`src/pidm_pkg.sv`:
```
// ----------------------------------------------------------------------------
// pidm_pkg
// Shared widths, register indexes and payload types for the PID position
// move controller and its serial divider.
// ----------------------------------------------------------------------------
`default_nettype none

package pidm_pkg;

   localparam int POSITION_BITS  = 24;
   localparam int ERR_BITS       = POSITION_BITS + 1;
   localparam int DIFF_BITS      = ERR_BITS + 1;
   localparam int GAIN_BITS      = 16;
   localparam int PROD_BITS      = DIFF_BITS + GAIN_BITS;
   localparam int ACC_BITS       = PROD_BITS + 2;
   localparam int INTEG_BITS     = 8;
   localparam int INTEG_SUM_BITS = ERR_BITS + 1;
   localparam int TOL_BITS       = 16;
   localparam int CMP_BITS       = (ERR_BITS > TOL_BITS + 1) ? ERR_BITS : TOL_BITS + 1;
   localparam int PERIOD_BITS    = 8;
   localparam int POWER_BITS     = 16;
   localparam int FRAC_BITS      = 8;
   localparam int DIV_COUNT_BITS = $clog2(PROD_BITS);
   localparam int CSR_INDEX_BITS = 3;
   localparam int CSR_DATA_BITS  = (POSITION_BITS > GAIN_BITS) ? POSITION_BITS : GAIN_BITS;

   localparam int INTEGRAL_LIMIT = 100;

   localparam logic signed [POWER_BITS-1:0] POWER_MAX = 16'sh7fff;
   localparam logic signed [POWER_BITS-1:0] POWER_MIN = 16'sh8000;

   localparam logic CMD_START = 1'b0;
   localparam logic CMD_STEP  = 1'b1;

   localparam logic [CSR_INDEX_BITS-1:0] REG_SET_POINT      = 3'd0;
   localparam logic [CSR_INDEX_BITS-1:0] REG_REVERSE_DRIVE  = 3'd1;
   localparam logic [CSR_INDEX_BITS-1:0] REG_DONE_TOLERANCE = 3'd2;
   localparam logic [CSR_INDEX_BITS-1:0] REG_GAIN_P         = 3'd3;
   localparam logic [CSR_INDEX_BITS-1:0] REG_GAIN_I         = 3'd4;
   localparam logic [CSR_INDEX_BITS-1:0] REG_GAIN_D         = 3'd5;

   typedef struct packed {
      logic                            command;
      logic signed [POSITION_BITS-1:0] position;
      logic [PERIOD_BITS-1:0]          elapsed_periods;
   } req_type;

   typedef struct packed {
      logic signed [POWER_BITS-1:0] drive_power;
      logic                         move_done;
   } rsp_type;

   typedef struct packed {
      logic                        start;
      logic signed [PROD_BITS-1:0] dividend;
      logic [PERIOD_BITS-1:0]      divisor;
   } div_req_type;

   typedef struct packed {
      logic                        done;
      logic signed [PROD_BITS-1:0] quotient;
   } div_rsp_type;

endpackage

`default_nettype wire

```
`src/pidm_div.sv`:
```
// ----------------------------------------------------------------------------
// pidm_div
// Serial signed divide by a non-zero unsigned period count, one quotient bit
// per cycle, truncating toward zero.
// ----------------------------------------------------------------------------
`default_nettype none

module pidm_div (
   input  wire logic                 clock,
   input  wire logic                 reset,
   input  wire pidm_pkg::div_req_type div_req,
   output pidm_pkg::div_rsp_type     div_rsp
);
   import pidm_pkg::*;

   localparam logic [DIV_COUNT_BITS-1:0] LAST_COUNT = DIV_COUNT_BITS'(PROD_BITS - 1);

   logic                      busy_ff;
   logic                      fix_ff;
   logic                      done_ff;
   logic                      neg_ff;
   logic [DIV_COUNT_BITS-1:0] count_ff;
   logic [PROD_BITS-1:0]      quo_ff;
   logic [PERIOD_BITS-1:0]    rem_ff;
   logic [PERIOD_BITS-1:0]    divisor_ff;

   logic [PERIOD_BITS:0]      trial;
   logic                      fits;
   logic [PERIOD_BITS:0]      trial_sub;
   logic [PROD_BITS-1:0]      dividend_mag;

   assign trial        = {rem_ff, quo_ff[PROD_BITS-1]};
   assign fits         = trial >= {1'b0, divisor_ff};
   assign trial_sub    = trial - {1'b0, divisor_ff};
   assign dividend_mag = div_req.dividend[PROD_BITS-1] ? (~div_req.dividend + 1'b1)
                                                       : div_req.dividend;

   always_ff @(posedge clock) begin
      if (reset) begin
         busy_ff  <= 1'b0;
         fix_ff   <= 1'b0;
         done_ff  <= 1'b0;
         count_ff <= '0;
      end else begin
         done_ff <= 1'b0;
         if (div_req.start) begin
            busy_ff    <= 1'b1;
            count_ff   <= '0;
            quo_ff     <= dividend_mag;
            neg_ff     <= div_req.dividend[PROD_BITS-1];
            rem_ff     <= '0;
            divisor_ff <= div_req.divisor;
         end else if (busy_ff) begin
            rem_ff   <= fits ? trial_sub[PERIOD_BITS-1:0] : trial[PERIOD_BITS-1:0];
            quo_ff   <= {quo_ff[PROD_BITS-2:0], fits};
            count_ff <= count_ff + 1'b1;
            if (count_ff == LAST_COUNT) begin
               busy_ff <= 1'b0;
               fix_ff  <= 1'b1;
            end
         end else if (fix_ff) begin
            quo_ff  <= neg_ff ? (~quo_ff + 1'b1) : quo_ff;
            fix_ff  <= 1'b0;
            done_ff <= 1'b1;
         end
      end
   end

   assign div_rsp.done     = done_ff;
   assign div_rsp.quotient = quo_ff;

endmodule

`default_nettype wire

```
`src/pid_position_move_controller.sv`:
```
// ----------------------------------------------------------------------------
// pid_position_move_controller
// PID position move controller with integral clamp, built around one shared
// multiplier and a serial divider under a small sequencer.
//
// Usage: configure set point, reverse flag, tolerance and Q8.8 gains through
// the csr_ write port while no request is in flight. A request with command
// start opens a move and answers at once with power 0, done 0. A request with
// command step runs one control update; when no move is active it answers
// power 0, done 1. Every request gives exactly one response.
// Sequence: start and idle step requests place their response in the output
// register at the accepting edge. An active step runs a prepare step, three
// passes through the shared 26x16 multiplier, then the bit-serial divide of
// the derivative term (one bit per cycle over the 42-bit product), a sum and
// a finish step.
// Throughput: one request at a time; req_stall is high while a step is in
// progress and while a finished response is held by rsp_stall.
// Reset: synchronous; clears configuration, state, response valid, integral,
// last error and the move.
`default_nettype none

module pid_position_move_controller (
   input  wire logic                                  clock,
   input  wire logic                                  reset,
   input  wire logic                                  req_valid,
   output      logic                                  req_stall,
   input  wire pidm_pkg::req_type                     req_data,
   output      logic                                  rsp_valid,
   input  wire logic                                  rsp_stall,
   output      pidm_pkg::rsp_type                     rsp_data,
   input  wire logic                                  csr_write,
   input  wire logic [pidm_pkg::CSR_INDEX_BITS-1:0]   csr_index,
   input  wire logic [pidm_pkg::CSR_DATA_BITS-1:0]    csr_data
);
   import pidm_pkg::*;

   typedef enum logic [2:0] {
      S_IDLE,
      S_PREP,
      S_MUL_P,
      S_MUL_I,
      S_MUL_D,
      S_DIV,
      S_WAIT,
      S_FINISH
   } state_type;

   localparam logic signed [INTEG_SUM_BITS-1:0] LIMIT_HI = INTEG_SUM_BITS'(INTEGRAL_LIMIT);
   localparam logic signed [INTEG_SUM_BITS-1:0] LIMIT_LO = INTEG_SUM_BITS'(-INTEGRAL_LIMIT);

   // configuration
   logic signed [POSITION_BITS-1:0] set_point_ff;
   logic                            reverse_drive_ff;
   logic [TOL_BITS-1:0]             done_tolerance_ff;
   logic signed [GAIN_BITS-1:0]     gain_p_ff;
   logic signed [GAIN_BITS-1:0]     gain_i_ff;
   logic signed [GAIN_BITS-1:0]     gain_d_ff;

   // move state
   state_type                       state_ff;
   logic signed [ERR_BITS-1:0]      last_error_ff;
   logic signed [INTEG_BITS-1:0]    integral_sum_ff;
   logic                            move_active_ff;

   // working registers
   logic signed [ERR_BITS-1:0]      err_ff;
   logic signed [DIFF_BITS-1:0]     diff_ff;
   logic signed [INTEG_BITS-1:0]    integ_ff;
   logic [PERIOD_BITS-1:0]          periods_ff;
   logic                            overshoot_ff;
   logic                            done_ff;
   logic signed [PROD_BITS-1:0]     prod_ff;
   logic signed [ACC_BITS-1:0]      acc_ff;
   logic                            rsp_valid_ff;
   rsp_type                         rsp_data_ff;

   logic                            out_free;
   logic                            req_take;
   logic signed [ERR_BITS-1:0]      sp_ext;
   logic signed [ERR_BITS-1:0]      pos_ext;
   logic signed [ERR_BITS-1:0]      req_error;
   logic [ERR_BITS-1:0]             sp_mag;
   logic [ERR_BITS-1:0]             pos_mag;
   logic signed [INTEG_SUM_BITS-1:0] integ_raw;
   logic                            sign_flip;
   logic signed [INTEG_BITS-1:0]    integ_next;
   logic signed [CMP_BITS-1:0]      err_cmp;
   logic signed [CMP_BITS-1:0]      tol_cmp;
   logic signed [DIFF_BITS-1:0]     mul_a;
   logic signed [GAIN_BITS-1:0]     mul_b;
   logic signed [PROD_BITS-1:0]     mul_p;
   logic signed [ACC_BITS-1:0]      acc_shift;
   logic signed [POWER_BITS-1:0]    power_sat;
   logic signed [POWER_BITS-1:0]    power_ovr;
   logic signed [POWER_BITS-1:0]    power_out;
   div_req_type                     div_req;
   div_rsp_type                     div_rsp;

   function automatic logic signed [POWER_BITS-1:0] neg_sat(
      input logic signed [POWER_BITS-1:0] value
   );
      logic signed [POWER_BITS-1:0] res;
      res = (value == POWER_MIN) ? POWER_MAX : -value;
      return res;
   endfunction

   assign out_free  = !rsp_valid_ff || !rsp_stall;
   assign req_stall = !((state_ff == S_IDLE) && out_free);
   assign req_take  = req_valid && !req_stall;

   assign sp_ext    = ERR_BITS'(set_point_ff);
   assign pos_ext   = ERR_BITS'(req_data.position);
   assign req_error = sp_ext - pos_ext;
   assign sp_mag    = sp_ext[ERR_BITS-1] ? -sp_ext : sp_ext;
   assign pos_mag   = pos_ext[ERR_BITS-1] ? -pos_ext : pos_ext;

   // integral with sign-change reset and clamp
   assign integ_raw = INTEG_SUM_BITS'(err_ff) + INTEG_SUM_BITS'(integral_sum_ff);
   assign sign_flip = ((err_ff[ERR_BITS-1] || (err_ff == '0)) &&
                       !last_error_ff[ERR_BITS-1] && (last_error_ff != '0)) ||
                      (!err_ff[ERR_BITS-1] && last_error_ff[ERR_BITS-1]);

   always_comb begin
      if (sign_flip) begin
         integ_next = '0;
      end else if (integ_raw > LIMIT_HI) begin
         integ_next = INTEG_BITS'(LIMIT_HI);
      end else if (integ_raw < LIMIT_LO) begin
         integ_next = INTEG_BITS'(LIMIT_LO);
      end else begin
         integ_next = INTEG_BITS'(integ_raw);
      end
   end

   assign err_cmp = CMP_BITS'(err_ff);
   assign tol_cmp = CMP_BITS'($signed({1'b0, done_tolerance_ff}));

   // shared multiplier
   always_comb begin
      case (state_ff)
         S_MUL_P: begin
            mul_a = DIFF_BITS'(err_ff);
            mul_b = gain_p_ff;
         end
         S_MUL_I: begin
            mul_a = DIFF_BITS'(integ_ff);
            mul_b = gain_i_ff;
         end
         S_MUL_D: begin
            mul_a = diff_ff;
            mul_b = gain_d_ff;
         end
         default: begin
            mul_a = '0;
            mul_b = '0;
         end
      endcase
   end

   assign mul_p = mul_a * mul_b;

   assign div_req.start    = (state_ff == S_DIV);
   assign div_req.dividend = prod_ff;
   assign div_req.divisor  = periods_ff;

   pidm_div u_div (
      .clock   (clock),
      .reset   (reset),
      .div_req (div_req),
      .div_rsp (div_rsp)
   );

   // power: floor shift, saturate, overshoot and reverse negation
   assign acc_shift = acc_ff >>> FRAC_BITS;

   always_comb begin
      if ((&acc_shift[ACC_BITS-1:POWER_BITS-1]) || !(|acc_shift[ACC_BITS-1:POWER_BITS-1])) begin
         power_sat = acc_shift[POWER_BITS-1:0];
      end else if (acc_shift[ACC_BITS-1]) begin
         power_sat = POWER_MIN;
      end else begin
         power_sat = POWER_MAX;
      end
   end

   assign power_ovr = overshoot_ff ? neg_sat(power_sat) : power_sat;
   assign power_out = reverse_drive_ff ? neg_sat(power_ovr) : power_ovr;

   // configuration registers
   always_ff @(posedge clock) begin
      if (reset) begin
         set_point_ff      <= '0;
         reverse_drive_ff  <= 1'b0;
         done_tolerance_ff <= '0;
         gain_p_ff         <= '0;
         gain_i_ff         <= '0;
         gain_d_ff         <= '0;
      end else if (csr_write) begin
         case (csr_index)
            REG_SET_POINT:      set_point_ff      <= csr_data[POSITION_BITS-1:0];
            REG_REVERSE_DRIVE:  reverse_drive_ff  <= csr_data[0];
            REG_DONE_TOLERANCE: done_tolerance_ff <= csr_data[TOL_BITS-1:0];
            REG_GAIN_P:         gain_p_ff         <= csr_data[GAIN_BITS-1:0];
            REG_GAIN_I:         gain_i_ff         <= csr_data[GAIN_BITS-1:0];
            REG_GAIN_D:         gain_d_ff         <= csr_data[GAIN_BITS-1:0];
            default: begin
            end
         endcase
      end
   end

   // sequencer
   always_ff @(posedge clock) begin
      if (reset) begin
         state_ff        <= S_IDLE;
         last_error_ff   <= '0;
         integral_sum_ff <= '0;
         move_active_ff  <= 1'b0;
         rsp_valid_ff    <= 1'b0;
      end else begin
         if (rsp_valid_ff && !rsp_stall) begin
            rsp_valid_ff <= 1'b0;
         end
         case (state_ff)
            S_IDLE: begin
               if (req_take) begin
                  if (req_data.command == CMD_START) begin
                     last_error_ff         <= req_error;
                     integral_sum_ff       <= '0;
                     move_active_ff        <= 1'b1;
                     rsp_valid_ff          <= 1'b1;
                     rsp_data_ff.drive_power <= '0;
                     rsp_data_ff.move_done <= 1'b0;
                  end else if (!move_active_ff) begin
                     rsp_valid_ff          <= 1'b1;
                     rsp_data_ff.drive_power <= '0;
                     rsp_data_ff.move_done <= 1'b1;
                  end else begin
                     err_ff       <= req_error;
                     overshoot_ff <= pos_mag > sp_mag;
                     periods_ff   <= (req_data.elapsed_periods == '0) ? PERIOD_BITS'(1)
                                                                      : req_data.elapsed_periods;
                     state_ff     <= S_PREP;
                  end
               end
            end
            S_PREP: begin
               integ_ff <= integ_next;
               diff_ff  <= DIFF_BITS'(err_ff) - DIFF_BITS'(last_error_ff);
               done_ff  <= err_cmp <= tol_cmp;
               state_ff <= S_MUL_P;
            end
            S_MUL_P: begin
               prod_ff  <= mul_p;
               state_ff <= S_MUL_I;
            end
            S_MUL_I: begin
               acc_ff   <= ACC_BITS'(prod_ff);
               prod_ff  <= mul_p;
               state_ff <= S_MUL_D;
            end
            S_MUL_D: begin
               acc_ff   <= acc_ff + ACC_BITS'(prod_ff);
               prod_ff  <= mul_p;
               state_ff <= S_DIV;
            end
            S_DIV: begin
               state_ff <= S_WAIT;
            end
            S_WAIT: begin
               if (div_rsp.done) begin
                  acc_ff   <= acc_ff + ACC_BITS'($signed(div_rsp.quotient));
                  state_ff <= S_FINISH;
               end
            end
            S_FINISH: begin
               if (out_free) begin
                  rsp_valid_ff            <= 1'b1;
                  rsp_data_ff.drive_power <= power_out;
                  rsp_data_ff.move_done   <= done_ff;
                  integral_sum_ff         <= integ_ff;
                  last_error_ff           <= err_ff;
                  if (done_ff) begin
                     move_active_ff <= 1'b0;
                  end
                  state_ff <= S_IDLE;
               end
            end
            default: begin
               state_ff <= S_IDLE;
            end
         endcase
      end
   end

   assign rsp_valid = rsp_valid_ff;
   assign rsp_data  = rsp_data_ff;

endmodule

`default_nettype wire
```
`config.mk`:
```
export PLATFORM = sky130hd
export DESIGN_NAME = pid_position_move_controller
export DESIGN_NICKNAME = d
export VERILOG_FILES = /design/src/pidm_pkg.sv /design/src/pidm_div.sv /design/src/pid_position_move_controller.sv
export SDC_FILE = /design/constraint.sdc
export NUM_CORES = 2
export LEC_CHECK = 0
export ABC_AREA = 0
export BUFFER_PORTS_ARGS = -buffer_cell sky130_fd_sc_hd__buf_2
export CAP_MARGIN = 20
export CORE_UTILIZATION = 59
export CTS_CLUSTER_DIAMETER = 60
export DETAILED_ROUTE_END_ITERATION = 8
export HOLD_SLACK_MARGIN = 0.03
export PLACE_DENSITY = 0.89
export SYNTH_ARGS = -nofsm -noshare
export SYNTH_HDL_FRONTEND = slang
export SYNTH_SLANG_ARGS = --single-unit
```
`constraint.sdc`:
```
create_clock -name clock -period 7.2 [get_ports clock]
set_input_delay 0.36 -clock clock [delete_from_list [all_inputs] [get_ports clock]]
set_output_delay 0.36 -clock clock [all_outputs]
set_load 0.05 [all_outputs]
```
==> metrics.yaml <==
run_status:
  status: "complete, but fails checks"
  violations: "design-rule violations, negative setup slack"
route:
  ant_nets: 0
  wl_per_cell_um: 21.8
  first_pass_iters: 9
  drc: 1
  initialDrtViolationCount: 4820
  finalWirelength_mm: 131
  vias_per_cell: 6.39
  via_count: 38236
die:
  pin_count: 84
  die_h_um: 264
  die_w_um: 264
  start_util_pct: 60.0
  rows: 95
  core_area_mm2: 0.0675
  die-area_mm2: 0.0697
timing:
  fin_crit_ps: 7830
  hold_viol: 0
  worst_slew_pin_slew_ps: 1250
  rsz0062_at_grt: "yes"
  slew_headroom_pct: 15.9
  finalSetupTns_ps: -7150
  worst_slack_ps: -628
  finClkSkew_ps: 42.3
  setup_violations: 23
  slew_viol_final: 0
  period_share_pct: 109
  clock.fmax_ghz: 0.128
synth:
  synth-xor-area-share_pct: 5.66
  syn-num-nets: 5448
  synthFlopType: "edfxtp_1"
  ys_types: 89
  yosys.area_share.simple_pct: 16.1
  synth_fa_ha_area_share_pct: 28.7
  synthMuxAreaShare_pct: 1.28
  synth.cell_area_mm2: 0.0405
  synth.area.top_cells: "fa_1 (20%), edfxtp_1 (17%), ha_1 (8.6%)"
  synth_compound_area_share_pct: 16.8
  synth_seq_cells: 367
  ys_warn_count: 0
  synth_top_family_by_area: "adder cells"
  netlist.area_leader.share_pct: 20.1
  synth_top_area_cell: "fa_1"
  syn_inst: 4699
  yosysSeqAreaShare_pct: 23.9
  avgSynthCellArea_um2: 8.62
  ys_async_sr_fraction_pct: 0
  synth_edf_count: 231
global_route:
  met3_usage_pct: 5.63
  grt_busiest_layer: "met2"
  grt.total_usage_pct: 33.8
  grt_use_met2_pct: 55.7
  grt_max_degree: 106
  overflow: 0
  first_global_vias: 36785
  antenna_found_initial: 0
  grt_pass1_wl_mm: 189
  met1_usage_pct: 43.3
clock_tree:
  cts-buffers-inserted: 44
  cts_sinks: 367
  cts.clk_slew.worst_paths_ps: 60
  clockBufferDepth: 3
  cts_tree: "done"
  h-tree-depth: 2
  clk_latency_ps: 620
  cts_root_buffer: "clkbuf_16"
worst_setup_path:
  path_class: "register to register"
  start_kind: "register"
  slowest_stage: "fa_1"
  required_ps: 7540
  arrival_ps: 8170
  crit_fanout: 6
  cp_slowest_stage_delay_ps: 590
  critPathCaptureType: "register"
  crit_top_cell: "fa_1"
power:
  max-vdd-ir-drop_v: 0.000192
  p_leak_nw: 21.1
  p_per_area_mw_per_mm2: 111
layout:
  syn_to_final_growth_pct: 18.5
  layout-drive-gt1-share_pct: 18.7
  n_antenna_cell: 0
  fin_nets: 5829
flow_run:
  cap_violations: 0
placement:
  place.port_buffers: 83
  place_hpwl_mm: 90.1
  gp_congestion: 0.996
  dp_slack_ps: -473
min_path:
  min_path_type: "primary input to register"
[final cells by class]
class                      count  area [um2]
multi-input combinational   3517       29000
fill                        4437       19500
sequential                   367        9670
timing repair buffer         532        4420
inverter                     618        2320
clock buffer                  53        1170
tap                          873        1090
clock inverter                28         323
[power breakdown]
| group | switching, mW | internal [mW] |
|---|---|---|
| registers | 0.0405 | 2.27 |
| clock network | 0.983 | 1.33 |
| logic | 0.414 | 0.262 |
| total | 1.44 | 3.86 |
[critical path, delay by kind of cell, from the launching register on]
family	cells	cell delay, ps
adders and majority gates	7	3520
AOI/OAI and AO/OA	11	2240
buffers and inverters	8	830
and+or+nand+nor	4	480
DFF	1	360
xor gates and xnor gates	1	100
[path summary, 6_finish.rpt]
check,cells past startpoint,slack [ps],start,endpoint
worst min-delay path,3,70,csr_data[20],set_point_ff[20]$_SDFFE_PP0P_
worst min register to register,0,420,periods_ff[6]$_SDFFCE_PN0P_,u_div.divisor_ff[6]$_DFFE_PP_
worst max-delay path,31,-630,state_ff[2]$_SDFFE_PP0P_,prod_ff[40]$_DFFE_PP_
worst max register to register,31,-630,state_ff[2]$_SDFFE_PP0P_,prod_ff[40]$_DFFE_PP_
[flip-flops by register name, indices dropped and copies added, names as in the netlist, 17 cells and up]
register / count
acc_ff: 44
prod_ff: 42
err_cmp: 25
set_point_ff: 24
diff_ff: 26
rsp_data: 17
last_error_ff: 25
u_div.quo_ff: 42
[metal layers]
layer | routed length, um | share of wire [%]
met3 | 14700 | 11
met2 | 60000 | 46
met4 | 9270 | 7.1
met5 | 0 | 0
met1 | 46900 | 36
[kinds of logic (layout without fill, tap and decap cells)]
| kind of cell | after synthesis | count (layout) |
|---|---|---|
| AND/OR/NAND/NOR | 1474 | 1474 |
| AO/OA/AOI/OAI | 1050 | 1050 |
| buffers and inverters | 815 | 1231 |
| adder cells (fa/ha/maj) | 684 | 684 |
| flip-flops | 367 | 367 |
| XOR/XNOR | 260 | 260 |
| multiplexers | 47 | 47 |
| other | 2 | 2 |
[synth_stat cells (all sizes together), types with 112 or more instances]
master,number
a21o,118
a21oi,313
clkbuf,176
dfxtp,136
edfxtp,231
fa,407
ha,277
inv,618
nand2,608
nor2,457
o21ai,220
xnor2,147
xor2,112
[placed cells by master (no fill, tap or decap), types with 37 or more instances in the layout]
cell type	synthesis	final
a21o_1	118	110
a21oi_1	302	271
buf_2	7	82
buf_4	0	366
clkbuf_16	0	48
dfxtp_1	136	132
edfxtp_1	231	231
fa_1	407	377
ha_1	277	257
inv_1	618	567
inv_2	0	51
mux2_2	37	37
nand2_1	608	590
nand2b_1	43	43
nand3_1	48	43
nand4_1	39	39
nor2_1	456	414
nor3_1	57	55
nor4_1	39	38
o21a_1	49	39
o21ai_0	198	188
xnor2_1	147	146
xor2_1	112	112
[per-stage QoR]
stage               hold slack (ps)  total power, mW  cells  utilization (%)  instance area (um2)
floorplan                       400             2.75   4699                -                40700
global placement                400             2.95   5815             65.8                44400
detailed placement              410             2.96   5815             65.8                44400
CTS                            50.4             5.24   5930             68.9                46500
global route                   67.6             5.44   5988             71.0                48000
finish                         71.1             5.30   5988             71.0                48000
[what timing repair did]
| item | in CTS | in global routing |
|---|---|---|
| cloned | 1 | 4 |
| setup buffers | 19 | 56 |
| endpoints found under the setup margin | 18 | 18 |
| gates resized for setup | 69 | 270 |
| endpoints found under the hold margin | 14 | 0 |
| hold buffers | 14 | 0 |
| pin swaps | 30 | 178 |
Note: power is estimated with default switching activity, not from simulation.
